## config.mk

```make
export PLATFORM = sky130hd
export DESIGN_NAME = dof_queue
export DESIGN_NICKNAME = d
export VERILOG_FILES = /design/src/sv/dof_pkg.sv /design/src/sv/dof_queue.sv
export SDC_FILE = /design/constraint.sdc
export NUM_CORES = 1
export LEC_CHECK = 0
export BUFFER_PORTS_ARGS = -buffer_cell sky130_fd_sc_hd__clkbuf_2
export CAP_MARGIN = 20
export CORE_ASPECT_RATIO = 2
export CORE_MARGIN = 8
export CORE_UTILIZATION = 25
export CTS_CLUSTER_SIZE = 40
export DETAILED_ROUTE_END_ITERATION = 10
export GPL_ROUTABILITY_DRIVEN = 0
export PLACE_DENSITY_LB_ADDON = 0.3
export REMOVE_ABC_BUFFERS = 1
export SLEW_MARGIN = 10
export SYNTH_ARGS = -nofsm -noshare
export SYNTH_HDL_FRONTEND = slang
export SYNTH_SLANG_ARGS = --single-unit
```

## constraint.sdc

```tcl
create_clock -name clk -period 13.5 [get_ports clk]
set_input_delay 2.7 -clock clk [delete_from_list [all_inputs] [get_ports clk]]
set_output_delay 2.7 -clock clk [all_outputs]
set_load 0.02 [all_outputs]
```

## src/sv/dof_pkg.sv

```systemverilog
// Shared types, constants and the arctangent table of the displacement outlier filter.
// No dependencies.
package dof_pkg;

  localparam int COORD_W = 17;
  localparam int DIFF_W  = 18;
  localparam int CW      = 34;
  localparam int N_W     = 7;

  localparam logic REG_K_SIGMA   = 1'b0;
  localparam logic REG_MAX_ANGLE = 1'b1;

  typedef struct packed {
    logic [COORD_W-1:0]       sx;
    logic [COORD_W-1:0]       sy;
    logic [COORD_W-1:0]       dxp;
    logic [COORD_W-1:0]       dyp;
    logic signed [DIFF_W-1:0] dx;
    logic signed [DIFF_W-1:0] dy;
    logic                     store;
    logic                     last;
  } item_t;

  typedef struct packed {
    logic [COORD_W-1:0] sx;
    logic [COORD_W-1:0] sy;
    logic [COORD_W-1:0] dxp;
    logic [COORD_W-1:0] dyp;
    logic [5:0]         idx;
    logic               none;
    logic               last;
  } result_t;

  typedef struct packed {
    logic               vec;
    logic signed [CW-1:0] x;
    logic signed [CW-1:0] y;
    logic signed [CW-1:0] z;
  } cordic_in_t;

  typedef struct packed {
    logic               done;
    logic signed [CW-1:0] x;
    logic signed [CW-1:0] y;
    logic signed [CW-1:0] z;
  } cordic_out_t;

  function automatic logic [31:0] atan_unit(input logic [4:0] idx);
    logic [31:0] r;
    case (idx)
      5'd0:  r = 32'd536870912;
      5'd1:  r = 32'd316933406;
      5'd2:  r = 32'd167458907;
      5'd3:  r = 32'd85004756;
      5'd4:  r = 32'd42667331;
      5'd5:  r = 32'd21354465;
      5'd6:  r = 32'd10680862;
      5'd7:  r = 32'd5340245;
      5'd8:  r = 32'd2670163;
      5'd9:  r = 32'd1335087;
      5'd10: r = 32'd667544;
      5'd11: r = 32'd333772;
      5'd12: r = 32'd166886;
      5'd13: r = 32'd83443;
      5'd14: r = 32'd41722;
      5'd15: r = 32'd20861;
      5'd16: r = 32'd10430;
      5'd17: r = 32'd5215;
      5'd18: r = 32'd2608;
      5'd19: r = 32'd1304;
      5'd20: r = 32'd652;
      5'd21: r = 32'd326;
      5'd22: r = 32'd163;
      5'd23: r = 32'd81;
      default: r = 32'd0;
    endcase
    return r;
  endfunction

endpackage

```

## src/sv/dof_queue.sv

```systemverilog
// Two-entry queue of classified pairs between the input side and the processing side.
// Depends on dof_pkg.
module dof_queue (
  input  logic           clk,
  input  logic           rst_n,
  input  logic           push,
  input  dof_pkg::item_t push_item,
  output logic           full,
  input  logic           pop,
  output dof_pkg::item_t pop_item,
  output logic           empty
);
  dof_pkg::item_t mem_r [2];
  logic           wp_r;
  logic           rp_r;
  logic [1:0]     cnt_r;

  assign full     = (cnt_r == 2'd2);
  assign empty    = (cnt_r == 2'd0);
  assign pop_item = mem_r[rp_r];

  always_ff @(posedge clk) begin
    if (push) begin
      mem_r[wp_r] <= push_item;
    end
  end

  always_ff @(posedge clk) begin
    if (!rst_n) begin
      wp_r  <= 1'b0;
      rp_r  <= 1'b0;
      cnt_r <= 2'd0;
    end else begin
      if (push) begin
        wp_r <= !wp_r;
      end
      if (pop) begin
        rp_r <= !rp_r;
      end
      cnt_r <= cnt_r + {1'b0, push} - {1'b0, pop};
    end
  end
endmodule

```

Yosys cells after proc, flatten, opt, wreduce, memory -nomap -nowiden
Memory sizes are Yosys's and may differ from the RTL's. A register that Yosys moved wholly into a read port is not among the register bits. Index checks and enable logic that the tools add are counted.

Output and inout port bits: 108. Memories: 1. Bits in writable memories: 212. Register bits after elaboration: 4.

Memories: mem_r (depth 2, width 106, read ports 1, clocked after memory_dff 1, wr ports 1, RTL line dof_queue.sv:13) `dof_pkg::item_t mem_r [2];`.

Mux-type cells: 4. Add/sub/neg operators: 2. Equality and inequality tests: 1. Reduce and logical (&&, ||, !) cells: 3.

Operators by type and width (number): 1-bit two-way mux (4); 2-bit by 1-bit adder with 2-bit output (1); 2-bit equality test, second input constant (1); 1-bit logical NOT (2); 2-bit logical NOT (1); 2-bit by 1-bit subtractor with 2-bit output (1).

Longest topological paths before layout
Depth after elaboration: 3. Mapped depth: 6. Mapped depth without buffers: 6.

Least setup slack after synthesis
OpenSTA, ideal clock, no wires.

Path kind: input to register. Start: in push. End: mem mem_r[0][0] in the netlist's numbering (enable). Setup time: 585 ps. Path slack: 5576 ps. Arrival time: 7339 ps. Stages on the path: 1. Data required time: 12915 ps. Cells stage by stage: nor2b_1.

Cells in the longest elaborated chain, start to end: 2.

Ends and longest elaborated chain: start: declaration (RTL line dof_queue.sv:6) `input logic push,`; 1-bit two-way mux (RTL line dof_queue.sv:23) `if (push) begin`; 1-bit two-way mux (implied by the code) (RTL line dof_queue.sv:24) `mem_r[wp_r] <= push_item;`; end: declaration (RTL line dof_queue.sv:13).

Every way passes these cells.

==> key figures <==
Floorplan
  • FP Rows: 93
  • Initial Util: 25.2%
  • Die Area: 38,500 µm²
  • Die Height: 270 µm
  • Die width: 143 µm
  • # IOs: 218
  • Total core area: 31,900 µm²

Synth
  • Register area share after synthesis: 80.5%
  • Post-synth top area share: 79.3%
  • Mapped Avg Cell Area: 22.9 µm²
  • Post-synthesis register bit count: 217
  • Mapped Area: 8030 µm²
  • Post-synthesis cell count: 351
  • Synthesis Warnings: 0
  • Top post-synthesis cells by area: edfxtp_1, mux2_2, mux2_4
  • Distinct cells, synth: 14
  • Synth area leader: edfxtp_1

Setup path
  • Max FO, Critical Path: 56
  • CP Data Arrival Time: 2.84 ns
  • CP Capture Type: output port
  • CP Launch Type: flip-flop
  • Setup Crit Path Kind: flip-flop to output port
  • WP data required: 10.80 ns

CTS
  • Setup bufs post-CTS: 0
  • CTS Buf Count: 22
  • Worst-path clk slew: 0.06 ns
  • Hold-fix buffers, CTS: 0
  • Htree depth: 1
  • Sink Count: 217
  • Deepest clock path buffer count: 3
  • Root Driver: clkbuf_16
  • Post-cts sizing count: 0
  • Clk_lat worst skew: 0.50 ns
  • CTS tree: done

STA
  • Min cycle time layout: 5.54 ns
  • RSZ-0062 raised after global routing: false
  • Slew @ Worst Pin: 0.939 ns
  • Setup TNS: 0 ns
  • Skew final: 0.00668 ns
  • # setup viols final: 0
  • Hold Fails Final Rpt: 0
  • Final worst slack: 7.96 ns
  • Slew Viols, Final: 0
  • Relative slew slack: 37.4%
  • Achievable frequency: 0.180 GHz
  • Crit share post-route: 41.0%

Finish
  • Most frequent cells in the layout: clkbuf_2, edfxtp_1, mux2_2
  • N_diodes: 0
  • Nets: 696
  • Commonest non-fill, non-tap cell in the layout: clkbuf_2
  • Area grow syn2layout: 28.3%
  • Layout cells sized above 1: 59.9%
  • Final core occ: 32.3%

GRT
  • Global-route usage over all layers: 8.96%
  • Global-route wire length before repair: 26,500 µm
  • Largest net degree at the start of global routing: 60
  • Vias in the first global route: 4,455
  • Initial antenna violation count: 0
  • GR Overflow Total: 0

Pwr
  • Clk pwr share: 38.1%
  • Comb power frac: 11.8%
  • Sw power: 0.369 mW
  • Sw Ratio: 23.3%
  • Power density over cell area: 154 nW/µm²
  • Pint: 1.22 mW
  • Peak supply drop: 0.000122 V
  • Leak: 3.91 nW
  • Seq pwr share: 50.1%

Placed design
  • Dpl ws: 8.39 ns
  • Post-DP HPWL: 12,100 µm
  • Port buffer count: 217

Detailed routing
  • DR top layer: met4
  • WL met2: 6790 µm
  • 1st-iter DRT viols: 175
  • Met3 wire length: 2620 µm
  • M1 WL: 8030 µm
  • Drt total wl: 17,800 µm
  • Final antenna-violating net count: 0
  • 1st-pass router iterations: 4
  • Via count: 4,049
  • Routed WL per cell: 17.4 µm
  • Post-DR vias/cell: 3.95
  • DRC Markers: 0

Run
  • Maxcap violations: 0

Status
  • Status: completed

Worst hold path
  • Worst Hold Class: flip-flop to flip-flop
-- critical path, stage by stage, from the launching register on --
cell and delay [ns]:
dfxtp_4 0.86, buf_4 0.86, mux2_2 0.42, clkbuf_2 0.16
-- sequential cells by signal (all words and copies together), names as in the netlist, named ones only --
register and cells:
cnt_r 2, mem_r 212, rp_r 1, wp_r 1
-- cell families (layout without fill, tap and decap cells) --
kind of cell    Yosys count  count (layout)  share of synthesized area (%)
compound gates            1               1                         0.0935
flops                   217             217                           80.5
simple gates              9               9                          0.670
fa+ha+maj                 2               2                          0.311
xor+xnor                  2               2                          0.389
mux                     106             106                           16.7
buf+inv                  14             262                           1.31
-- routing by layer --
| layer | up-vias | track usage, % |
|---|---|---|
| met3 | 29 | 5.19 |
| met1 | 1944 | 11.7 |
| met2 | 222 | 12.1 |
| met4 | 0 | 3.01 |
| li1 | 1854 | - |
| met5 | - | 0 |
-- metrics by stage --
step	cells	hold WS [ns]	power, mW	area, µm²
global placement	987	0.559	0.996	9600
finish	1026	0.583	1.58	10300
detailed placement	987	0.559	1.00	9600
global route	1026	0.611	1.65	10300
floorplan	339	0.555	0.932	7940
CTS	1026	0.581	1.62	10300
-- power groups by stage --
| stage | clock network (mW) | logic, mW | registers [mW] |
|---|---|---|---|
| final | 0.603 | 0.187 | 0.794 |
| after global routing | 0.649 | 0.202 | 0.798 |
| after CTS | 0.632 | 0.191 | 0.795 |
| after detailed placement | 0 | 0.191 | 0.809 |
| after global placement | 0 | 0.188 | 0.808 |
| after floorplan | 0 | 0.118 | 0.814 |
-- cell type report --
cell class	instances	area, µm²
Clock buffer	31	616
Clock inverter	8	95.1
Fill cell	3157	21600
Inverter	2	7.51
Multi-Input combinational cell	120	1470
Sequential cell	217	6470
Tap cell	427	534
Timing Repair Buffer	221	1120
-- synthesized netlist by cell type (all sizes together) --
| cell type | count |
|---|---|
| mux2 | 106 |
| xor2 | 1 |
| ha | 2 |
| dfxtp | 5 |
| o21a | 1 |
| buf | 12 |
| edfxtp | 212 |
| nor2b | 4 |
| nor2 | 1 |
| inv | 2 |
| and2 | 4 |
| xnor3 | 1 |
-- final timing paths --
kind | end | cells after the start | from | slack, ns
worst max-delay path | pop_item[59] | 3 | flip-flop | 7.96
worst min-delay path | flip-flop | 2 | rp_r$_SDFFE_PN0P_ | 0.58
worst max register to register | mem_r[1][59]$_DFFE_PP_ | 2 | wp_r$_SDFFE_PN0P_ | 11.25
worst min register to register | flip-flop | 2 | rp_r$_SDFFE_PN0P_ | 0.58
Note: power is estimated with default switching activity, not from simulation.
