## config.mk

```make
export PLATFORM = sky130hd
export DESIGN_NAME = dof_front
export DESIGN_NICKNAME = d
export VERILOG_FILES = /design/src/sv/dof_pkg.sv /design/src/sv/dof_front.sv
export SDC_FILE = /design/constraint.sdc
export NUM_CORES = 1
export LEC_CHECK = 0
export BUFFER_PORTS_ARGS = -buffer_cell sky130_fd_sc_hd__buf_2
export CAP_MARGIN = 0
export CORE_UTILIZATION = 30
export DETAILED_ROUTE_END_ITERATION = 7
export GPL_TIMING_DRIVEN = 0
export PLACE_DENSITY = 0.62
export SLEW_MARGIN = 15
export SYNTH_ARGS = -nofsm -noshare
export SYNTH_HDL_FRONTEND = slang
export SYNTH_SLANG_ARGS = --single-unit
```

## constraint.sdc

```tcl
create_clock -name clk -period 3.2 [get_ports clk]
set_input_delay 0.64 -clock clk [delete_from_list [all_inputs] [get_ports clk]]
set_output_delay 0.64 -clock clk [all_outputs]
set_load 0.01 [all_outputs]
```

## src/sv/dof_pkg.sv

```systemverilog
// Shared types, constants and the arctangent table of the displacement outlier filter.
// No dependencies.
package dof_pkg;

  localparam int COORD_W = 17;
  localparam int DIFF_W  = 18;
  localparam int CW      = 34;
  localparam int N_W     = 7;

  localparam logic REG_K_SIGMA   = 1'b0;
  localparam logic REG_MAX_ANGLE = 1'b1;

  typedef struct packed {
    logic [COORD_W-1:0]       sx;
    logic [COORD_W-1:0]       sy;
    logic [COORD_W-1:0]       dxp;
    logic [COORD_W-1:0]       dyp;
    logic signed [DIFF_W-1:0] dx;
    logic signed [DIFF_W-1:0] dy;
    logic                     store;
    logic                     last;
  } item_t;

  typedef struct packed {
    logic [COORD_W-1:0] sx;
    logic [COORD_W-1:0] sy;
    logic [COORD_W-1:0] dxp;
    logic [COORD_W-1:0] dyp;
    logic [5:0]         idx;
    logic               none;
    logic               last;
  } result_t;

  typedef struct packed {
    logic               vec;
    logic signed [CW-1:0] x;
    logic signed [CW-1:0] y;
    logic signed [CW-1:0] z;
  } cordic_in_t;

  typedef struct packed {
    logic               done;
    logic signed [CW-1:0] x;
    logic signed [CW-1:0] y;
    logic signed [CW-1:0] z;
  } cordic_out_t;

  function automatic logic [31:0] atan_unit(input logic [4:0] idx);
    logic [31:0] r;
    case (idx)
      5'd0:  r = 32'd536870912;
      5'd1:  r = 32'd316933406;
      5'd2:  r = 32'd167458907;
      5'd3:  r = 32'd85004756;
      5'd4:  r = 32'd42667331;
      5'd5:  r = 32'd21354465;
      5'd6:  r = 32'd10680862;
      5'd7:  r = 32'd5340245;
      5'd8:  r = 32'd2670163;
      5'd9:  r = 32'd1335087;
      5'd10: r = 32'd667544;
      5'd11: r = 32'd333772;
      5'd12: r = 32'd166886;
      5'd13: r = 32'd83443;
      5'd14: r = 32'd41722;
      5'd15: r = 32'd20861;
      5'd16: r = 32'd10430;
      5'd17: r = 32'd5215;
      5'd18: r = 32'd2608;
      5'd19: r = 32'd1304;
      5'd20: r = 32'd652;
      5'd21: r = 32'd326;
      5'd22: r = 32'd163;
      5'd23: r = 32'd81;
      default: r = 32'd0;
    endcase
    return r;
  endfunction

endpackage

```

## src/sv/dof_front.sv

```systemverilog
// Input side: accepts point pairs, forms their offsets and marks which are stored.
// Depends on dof_pkg.
module dof_front #(
  parameter int MAX_PAIRS = 64
) (
  input  logic                        clk,
  input  logic                        rst_n,
  input  logic                        in_valid,
  output logic                        in_ready,
  input  logic [dof_pkg::COORD_W-1:0] in_src_x,
  input  logic [dof_pkg::COORD_W-1:0] in_src_y,
  input  logic [dof_pkg::COORD_W-1:0] in_dst_x,
  input  logic [dof_pkg::COORD_W-1:0] in_dst_y,
  input  logic                        in_last_pair,
  input  logic                        q_full,
  output logic                        q_push,
  output dof_pkg::item_t              q_item
);
  localparam int CNT_W = $clog2(MAX_PAIRS + 1);

  logic [CNT_W-1:0] cnt_r;

  assign in_ready = !q_full;
  assign q_push   = in_valid && in_ready;

  always_comb begin
    q_item.sx    = in_src_x;
    q_item.sy    = in_src_y;
    q_item.dxp   = in_dst_x;
    q_item.dyp   = in_dst_y;
    q_item.dx    = $signed({1'b0, in_dst_x}) - $signed({1'b0, in_src_x});
    q_item.dy    = $signed({1'b0, in_dst_y}) - $signed({1'b0, in_src_y});
    q_item.store = (cnt_r < CNT_W'(MAX_PAIRS));
    q_item.last  = in_last_pair;
  end

  always_ff @(posedge clk) begin
    if (!rst_n) begin
      cnt_r <= '0;
    end else if (q_push) begin
      if (in_last_pair) begin
        cnt_r <= '0;
      end else if (q_item.store) begin
        cnt_r <= cnt_r + 1'b1;
      end
    end
  end
endmodule

```

After elaboration in Yosys (flattened, before gate mapping). Cells that the tools add are included.

Output and inout port bits: 108. Bits in registers: 7. Word-level logic and storage cells: 11. Bits of input ports: 73.

Add/subtract/negate cells: 3. Multiplexer cells: 2. Reductions and logical operators: 4. $lt $le $gt $ge: 1.

Operators with widths (count): subtractor 17 x 17 -> 18 bit (2); two-way mux 7 bit (2); adder 7 x 1 -> 7 bit (second input constant) (1); less-than comparator 7 bit (second input constant) (1); AND reduction 2 bit (1); nonzero test 2 bit (1); logical AND 1 bit (1); zero test 1 bit (1).

Longest topological paths before layout. Gate-level depths: netlist (run 1).

Word-level depth: 3. Gate-level depth with buffers: 10. Gate-level depth less buffers: 10.

Least setup slack after synthesis (run 1). Ideal clock, no wire load.

Path type: input port to output port. From: input port in_dst_x[0] in the netlist's numbering. To: output port q_item[36] in the netlist's numbering. Setup slack: -0.006 ns. Path buffers: 0. Stages on the path: 10. Required time: 2.560 ns. Arrival time: 2.566 ns. Cells stage by stage: inv_1 > ha_1 > inv_1 > fa_1 > a211oi_1 > o211ai_1 > a31oi_2 > o211ai_1 > a311oi_2 > xnor2_1.

RTL lines: from (decl) (RTL line dof_front.sv:12) `input logic [dof_pkg::COORD_W-1:0] in_dst_x,`; to (decl) (RTL line dof_front.sv:17) `output dof_pkg::item_t q_item`.

==> results of run 1 <==
==> kinds of logic (layout without fill, tap and decap cells) <==
kind of cell	after synthesis	count (layout)	synth area share
buf+inv	121	309	0.2806
compound gates	87	87	0.2191
simple gates	79	79	0.1467
fa+ha+maj	37	37	0.1881
xor+xnor	32	32	0.1103
flops	7	7	0.05514
==> Yosys cell counts (all sizes together) (4+ instances only) <==
library cell  instances  share of area
inv                  51          0.075
ha                   35           0.17
a21o                  6          0.018
dfxtp                 7          0.055
buf                  69           0.20
a211oi                5          0.015
a31oi                 4          0.012
nand2                19          0.028
a21oi                27          0.053
o21ai                23          0.047
nor2b                 4         0.0098
xnor2                17          0.059
o21a                  4          0.012
o21bai                4          0.012
xor2                 15          0.052
nor3                  6          0.012
nand3                10          0.020
nor2                 25          0.037
nand2b                4         0.0098
==> per-stage QoR <==
| stage | hold slack [ps] | worst slack [ps] | instance area, µm² | power, mW |
|---|---|---|---|---|
| 5_1_grt | 582.0 | -281.8 | 3851 | 1.036 |
| 4_1_cts | 511.8 | -144.3 | 3736 | 0.9350 |
| 6_report | 512.4 | -129.7 | 3851 | 0.9548 |
| 2_1_floorplan | 471.6 | 23.00 | 2546 | 0.5313 |
| 3_3_place_gp | 494.1 | -449.5 | 3578 | 0.7691 |
| 3_5_place_dp | 502.4 | -500.4 | 3578 | 0.7772 |
==> timing repair <==
item	4_1_cts	5_1_grt
pin swaps	11	16
hold buffers	0	0
setup endpoints to repair	10	15
resized for setup	22	22
buffers inserted	4	2
==> metal layers <==
layer / GRT usage / part of all wire
met4: 0.01923 / 0.0060
met5: 0 / 0
met1: 0.1691 / 0.40
met2: 0.2901 / 0.54
met3: 0.01052 / 0.056
==> worst min path at each step <==
stage              from  endpoint  cells after the start
2_1_floorplan  cnt_r[5]  cnt_r[5]                      2
4_1_cts        cnt_r[5]  cnt_r[5]                      2
3_3_place_gp   cnt_r[5]  cnt_r[5]                      2
5_1_grt        cnt_r[5]  cnt_r[5]                      2
3_5_place_dp   cnt_r[5]  cnt_r[5]                      2
6_report       cnt_r[5]  cnt_r[5]                      2
==> worst max-delay path, cell delays in order <==
cell and delay, ps:
buf_8 100, inv_4 50, ha_4 130, inv_2 40
fa_2 360, a211oi_2 230, o211ai_1 160, a31oi_2 240
o211ai_1 170, a311oi_2 290, xnor2_1 140, buf_2 150
==> cell type report <==
| cell class | count | share of cell area |
|---|---|---|
| tap | 105 | 0.03411 |
| sequential | 7 | 0.03639 |
| multi-input combinational | 235 | 0.4825 |
| buffer | 69 | 0.1345 |
| inverter | 51 | 0.05101 |
| clock buffer | 4 | 0.01170 |
| timing repair buffer | 185 | 0.2498 |
==> power by group through the flow <==
stage	Sequential (mW)	Clock (mW)	Combinational, mW
after floorplan	0.0911	0	0.440
after global placement	0.0913	0	0.678
after detailed placement	0.0913	0	0.686
after CTS	0.0898	0.128	0.717
after global routing	0.0898	0.134	0.812
final	0.0898	0.126	0.739
==> layout by cell type, fill, tap and decap left out, types with 3 or more instances in the layout <==
cell,count
and3_1,3
nor2b_1,3
o21ai_0,17
buf_4,73
nand3_1,9
o21ai_2,3
a21oi_1,23
o21a_1,4
a211oi_1,4
nand2b_1,4
clkbuf_8,3
inv_1,47
nand2_1,19
buf_2,178
o21bai_1,4
ha_4,5
a21o_1,6
nor2_1,25
xor2_1,15
nor3_1,6
ha_1,28
dfxtp_1,7
o21ai_1,3
xnor2_1,16
==> results.sh, run 1 <==
export IMPL_status="complete, but fails checks"
export IMPL_failed_checks="setup timing"
export IMPL_final_antenna_net_count=0
export IMPL_synth_seq_cells=7
export IMPL_synth_nets=473
export IMPL_cts_buffer_depth=2
export IMPL_portBuffers=180
export IMPL_cap_violations=0
export IMPL_internal_power_mw=0.5346
export IMPL_finalSetupViolations=2
export IMPL_hp_class="register to register"
export IMPL_rows=33
export IMPL_synth_seq_area_share=0.05515
export IMPL_largest_register="cnt_r"
export IMPL_drive_gt1_frac=0.5299
export IMPL_critical_path_endpoint="q_item[36]"
export IMPL_crit_type="primary input to primary output"
export IMPL_swShare=0.4401
export IMPL_grt_usage=0.1452
export IMPL_worst_slew_pin_slew_ps=424.4
export IMPL_setup_ws_ps=-129.7
export IMPL_r2r_start="cnt_r[6]"
export IMPL_wl_per_cell_um=10.38
export IMPL_final_max_slew_viol_count=0
export IMPL_htreeDepth=1
export IMPL_p_per_area_mw_per_mm2=247.9
export IMPL_place_inst=648
export IMPL_avgSynthCellArea_um2=7.001
export IMPL_dp_hpwl_mm=5.919
export IMPL_clock_power_share=0.132
export IMPL_synth_edf_count=0
export IMPL_grt_pass1_vias=2565
export IMPL_p_leak_nw=2.154
export IMPL_crit_arrival_ps=2690
export IMPL_setup_tns_ps=-158.4
export IMPL_diodes=0
export IMPL_gp_congestion=0.8449
export IMPL_vias=2935
export IMPL_clock_latency_ps=230
export IMPL_final_core_util=0.4687
export IMPL_cts_root_buf="clkbuf_8"
export IMPL_clk_pin_slew_ps=40
export IMPL_hold_violations=0
export IMPL_r2r_slack_ps=1920
export IMPL_n_fill_cell=847
export IMPL_min_period_ps=3330
export IMPL_drt_total_wl_mm=6.810
export IMPL_ys_types=45
export IMPL_async_flop_share=0
export IMPL_seq_power_share=0.094
export IMPL_die_h_um=94.04
export IMPL_die_x_um=94.04
export IMPL_yosys_warnings=0
export IMPL_reg2regPathDepth=5
export IMPL_drt_pass1_iter_count=4
export IMPL_multi_input_area_mm2=0.001858
export IMPL_crit_start="in_dst_x[0]"
export IMPL_max_clock_freq_mhz=300.3
export IMPL_syn_inst=363
export IMPL_initial_core_util=0.3093
export IMPL_numCtsBuffers=3
export IMPL_timing_rr_end="cnt_r[5]"
export IMPL_largest_register_ffs=7
export IMPL_grt_pass1_wl_mm=10.85
export IMPL_drc=0
export IMPL_ys_flop_type="dfxtp_1"
export IMPL_syn2layout_area_growth_pct=51.55
export IMPL_cp_start_kind="primary input"
export IMPL_max_slew_margin=0.7152
export IMPL_pwr_share_comb=0.774
export IMPL_drt_iter0_drc=112
export IMPL_dieArea_mm2=0.008843
export IMPL_seqCellArea_um2=140.1
export IMPL_worstPathRequired_ps=2560
export IMPL_final_nets=662
export IMPL_grt_antenna_before_repair=0
export IMPL_peakVddDrop_mv=0.2425
export IMPL_synth_area_mm2=0.002541
export IMPL_num_io_pins=181
export IMPL_end_kind="primary output"
export IMPL_cts_tree="yes"
export IMPL_crit_fanout=2
export IMPL_fin_cells=656
export IMPL_grt_overflow_total=0
export IMPL_core_region_area_mm2=0.008217
export IMPL_grt_max_degree=9
export IMPL_cts_sinks=7
export IMPL_rsz0062_at_grt="yes"
export IMPL_skew_ps=3.070
export IMPL_p_switching_mw=0.4202
export IMPL_min_period_over_period=1.041
export IMPL_vias_per_cell=4.474
export IMPL_top_regs="cnt_r (7)"
Note: power is estimated with default switching activity, not from simulation.
==> run 2: changes to the inputs <==
Settings changed: ABC_AREA set to 1, PLACE_DENSITY 0.62 to 0.59.
==> run 2 against run 1 <==
Net effect:
- the flow now finishes without violations
- die area up 23%
- global-route usage down 0.25 points
- final cell count up 38%
- total power down 0.53%
- synthesized area up 24%
- register-to-register slack better by 190 ps
- via count up 24%
- critical path depth up 2
- critical path type unchanged
- critical endpoint is now q_item[34]
==> results.sh, run 2 <==
export IMPL_grt_pass1_wl_mm=13.43
export IMPL_dp_hpwl_mm=7.357
export IMPL_largest_register_ffs=7
export IMPL_vias_per_cell=4.017
export IMPL_synthTopCellsByCount="nand2_1, inv_1, buf_4"
export IMPL_r2r_start="cnt_r[6]"
export IMPL_hold_violations=0
export IMPL_htreeDepth=1
export IMPL_final_nets=879
export IMPL_die_x_um=104.4
export IMPL_status="finished clean"
export IMPL_place_area_mm2=0.004219
export IMPL_crit_type="primary input to primary output"
export IMPL_wl_per_cell_um=8.889
export IMPL_max_clock_freq_mhz=350.1
export IMPL_skew_ps=1.466
export IMPL_rsz0062_at_grt="no"
export IMPL_critPathTopFamily="simple AND/OR/NAND/NOR gates"
export IMPL_cts_hold_buffers=0
export IMPL_ctsResizeCount=0
export IMPL_final_cell_mix="nand2_1, buf_2, inv_1, buf_4, ha_1"
export IMPL_async_flop_share=0
export IMPL_cp_cell_sequence="buf_2 -> inv_1 -> ha_1 -> inv_1 -> fa_1 -> nand2_1 -> nand2_1 -> nand3b_1 -> nand2_1 -> nand2_1 -> nand2_1 -> nand2_1 -> nand2_1 -> buf_2"
export IMPL_final_core_util=0.4168
export IMPL_yosysTopAreaCell="nand2_1"
export IMPL_syn2layout_area_growth_pct=35.45
export IMPL_mostFrequentLayoutCell="nand2_1"
export IMPL_dieArea_mm2=0.01091
export IMPL_crit_top_cell="nand2_1"
export IMPL_min_period_over_period=0.8925
export IMPL_drt_total_wl_mm=8.036
export IMPL_portBuffers=180
export IMPL_gp_congestion=0.7967
export IMPL_numCtsBuffers=3
export IMPL_synth_top_cell_area_share=0.2349
export IMPL_clock_latency_ps=230
export IMPL_cpMaxStageDelayCell="fa_1"
export IMPL_worstPathRequired_ps=2560
export IMPL_dp_worst_setup_slack_ps=326.6
export IMPL_ys_flop_type="dfxtp_1"
export IMPL_design_area_mm2=0.004264
export IMPL_cp_start_kind="primary input"
export IMPL_peakVddDrop_mv=0.2050
export IMPL_seqCellArea_um2=140.1
export IMPL_synth_seq_area_share=0.04452
export IMPL_drt_iter0_drc=129
export IMPL_post_cts_buffers=0
export IMPL_grt_pass1_vias=3128
export IMPL_core_region_area_mm2=0.01023
export IMPL_drc=0
export IMPL_clk_pin_slew_ps=40
export IMPL_synth_area_mm2=0.003148
export IMPL_drive_gt1_frac=0.3490
export IMPL_die_h_um=104.4
export IMPL_cap_violations=0
export IMPL_avgSynthCellArea_um2=5.390
export IMPL_p_per_area_mw_per_mm2=222.7
export IMPL_cts_sinks=7
export IMPL_drt_pass1_iter_count=4
export IMPL_yosysMostFrequentCell="nand2_1"
export IMPL_num_io_pins=181
export IMPL_syn_inst=584
export IMPL_end_kind="primary output"
export IMPL_finalSetupViolations=0
export IMPL_synth_seq_cells=7
export IMPL_multi_input_area_mm2=0.001961
export IMPL_grt_max_degree=6
export IMPL_place_inst=900
export IMPL_cts_tree="yes"
export IMPL_min_period_ps=2856
export IMPL_synth_edf_count=0
export IMPL_crit_start="in_dst_x[0]"
export IMPL_synth_area_leaders="nand2_1, inv_1, buf_4, ha_1, nand3_1"
export IMPL_p_leak_nw=2.920
export IMPL_synth_nets=694
export IMPL_yosys_warnings=0
export IMPL_n_fill_cell=1218
export IMPL_cts_buffer_depth=2
export IMPL_top_regs="cnt_r (7)"
export IMPL_fin_cells=904
export IMPL_hp_start="cnt_r[2]"
export IMPL_grt_overflow_total=0
export IMPL_max_slew_margin=0.8575
export IMPL_initial_core_util=0.3077
export IMPL_final_max_slew_viol_count=0
export IMPL_setup_ws_ps=343.9
export IMPL_hp_class="register to register"
export IMPL_grt_antenna_before_repair=0
export IMPL_setup_tns_ps=0
export IMPL_final_antenna_net_count=0
export IMPL_rows=37
export IMPL_cp_slowest_stage_delay_ps=400
export IMPL_ys_types=22
export IMPL_cts_root_buf="clkbuf_8"
export IMPL_crit_arrival_ps=2220
export IMPL_diodes=0
export IMPL_worst_slew_pin_slew_ps=211.8
export IMPL_largest_register="cnt_r"
export IMPL_grt_usage=0.1428
export IMPL_path_buf_inv=4
export IMPL_crit_fanout=4
export IMPL_vias=3631
run 2: changes by cell type after synthesis, moves of 6 or more:
cell	previous run	this run
xnor2_1	17	4
nand2_2	0	11
a21o_1	6	0
nand2_1	19	197
inv_1	51	140
nand3_1	10	29
o21ai_0	21	3
run 2: layer usage:
metal	routed length [µm]	global-route usage	vias up
met1	4022	0.1958	1487
li1	-	-	2037
met3	489	0.01817	3
met5	0	0	-
met2	3495	0.2436	104
met4	29	0.01531	0
run 2: where the power goes:
part	switching [mW]	leakage, nW	internal, mW	total [mW]
Combinational	0.415	2.84	0.319	0.734
Clock	0.0404	0.0228	0.0864	0.127
Sequential	0.000669	0.0565	0.0884	0.0890
Total	0.456	2.92	0.493	0.950
run 2: final timing paths:
kind	to	slack [ps]	cells past startpoint
max	q_item[34]	340	14
min	cnt_r[2]	450	2
max reg2reg	cnt_r[4]	2110	5
min reg2reg	cnt_r[2]	450	2
run 2: final cells by class:
| class | instances | area share |
|---|---|---|
| buffer | 69 | 0.1215 |
| clock buffer | 4 | 0.01056 |
| inverter | 141 | 0.1241 |
| multi-input combinational | 367 | 0.4598 |
| sequential | 7 | 0.03286 |
| tap | 136 | 0.03991 |
| timing repair buffer | 180 | 0.2113 |
run 2: stage by stage:
stage / total power [mW] / hold WS (ps)
after floorplan: 0.5708 / 436.7
after global placement: 0.8312 / 456.2
after detailed placement: 0.8306 / 454.9
after CTS: 0.9647 / 461.3
after global routing: 1.052 / 482.7
final: 0.9498 / 454.1
run 2: logic make-up after synthesis:
family          share of synthesized area
xor+xnor                          0.03895
simple gates                       0.3780
fa+ha+maj                          0.1518
buf+inv                            0.3327
compound gates                    0.05405
flops                             0.04451
run 2: tightest hold or removal path: stages (launching register included):
cell	delay (ps)
dfxtp_1	310
inv_1	50
a21oi_1	50
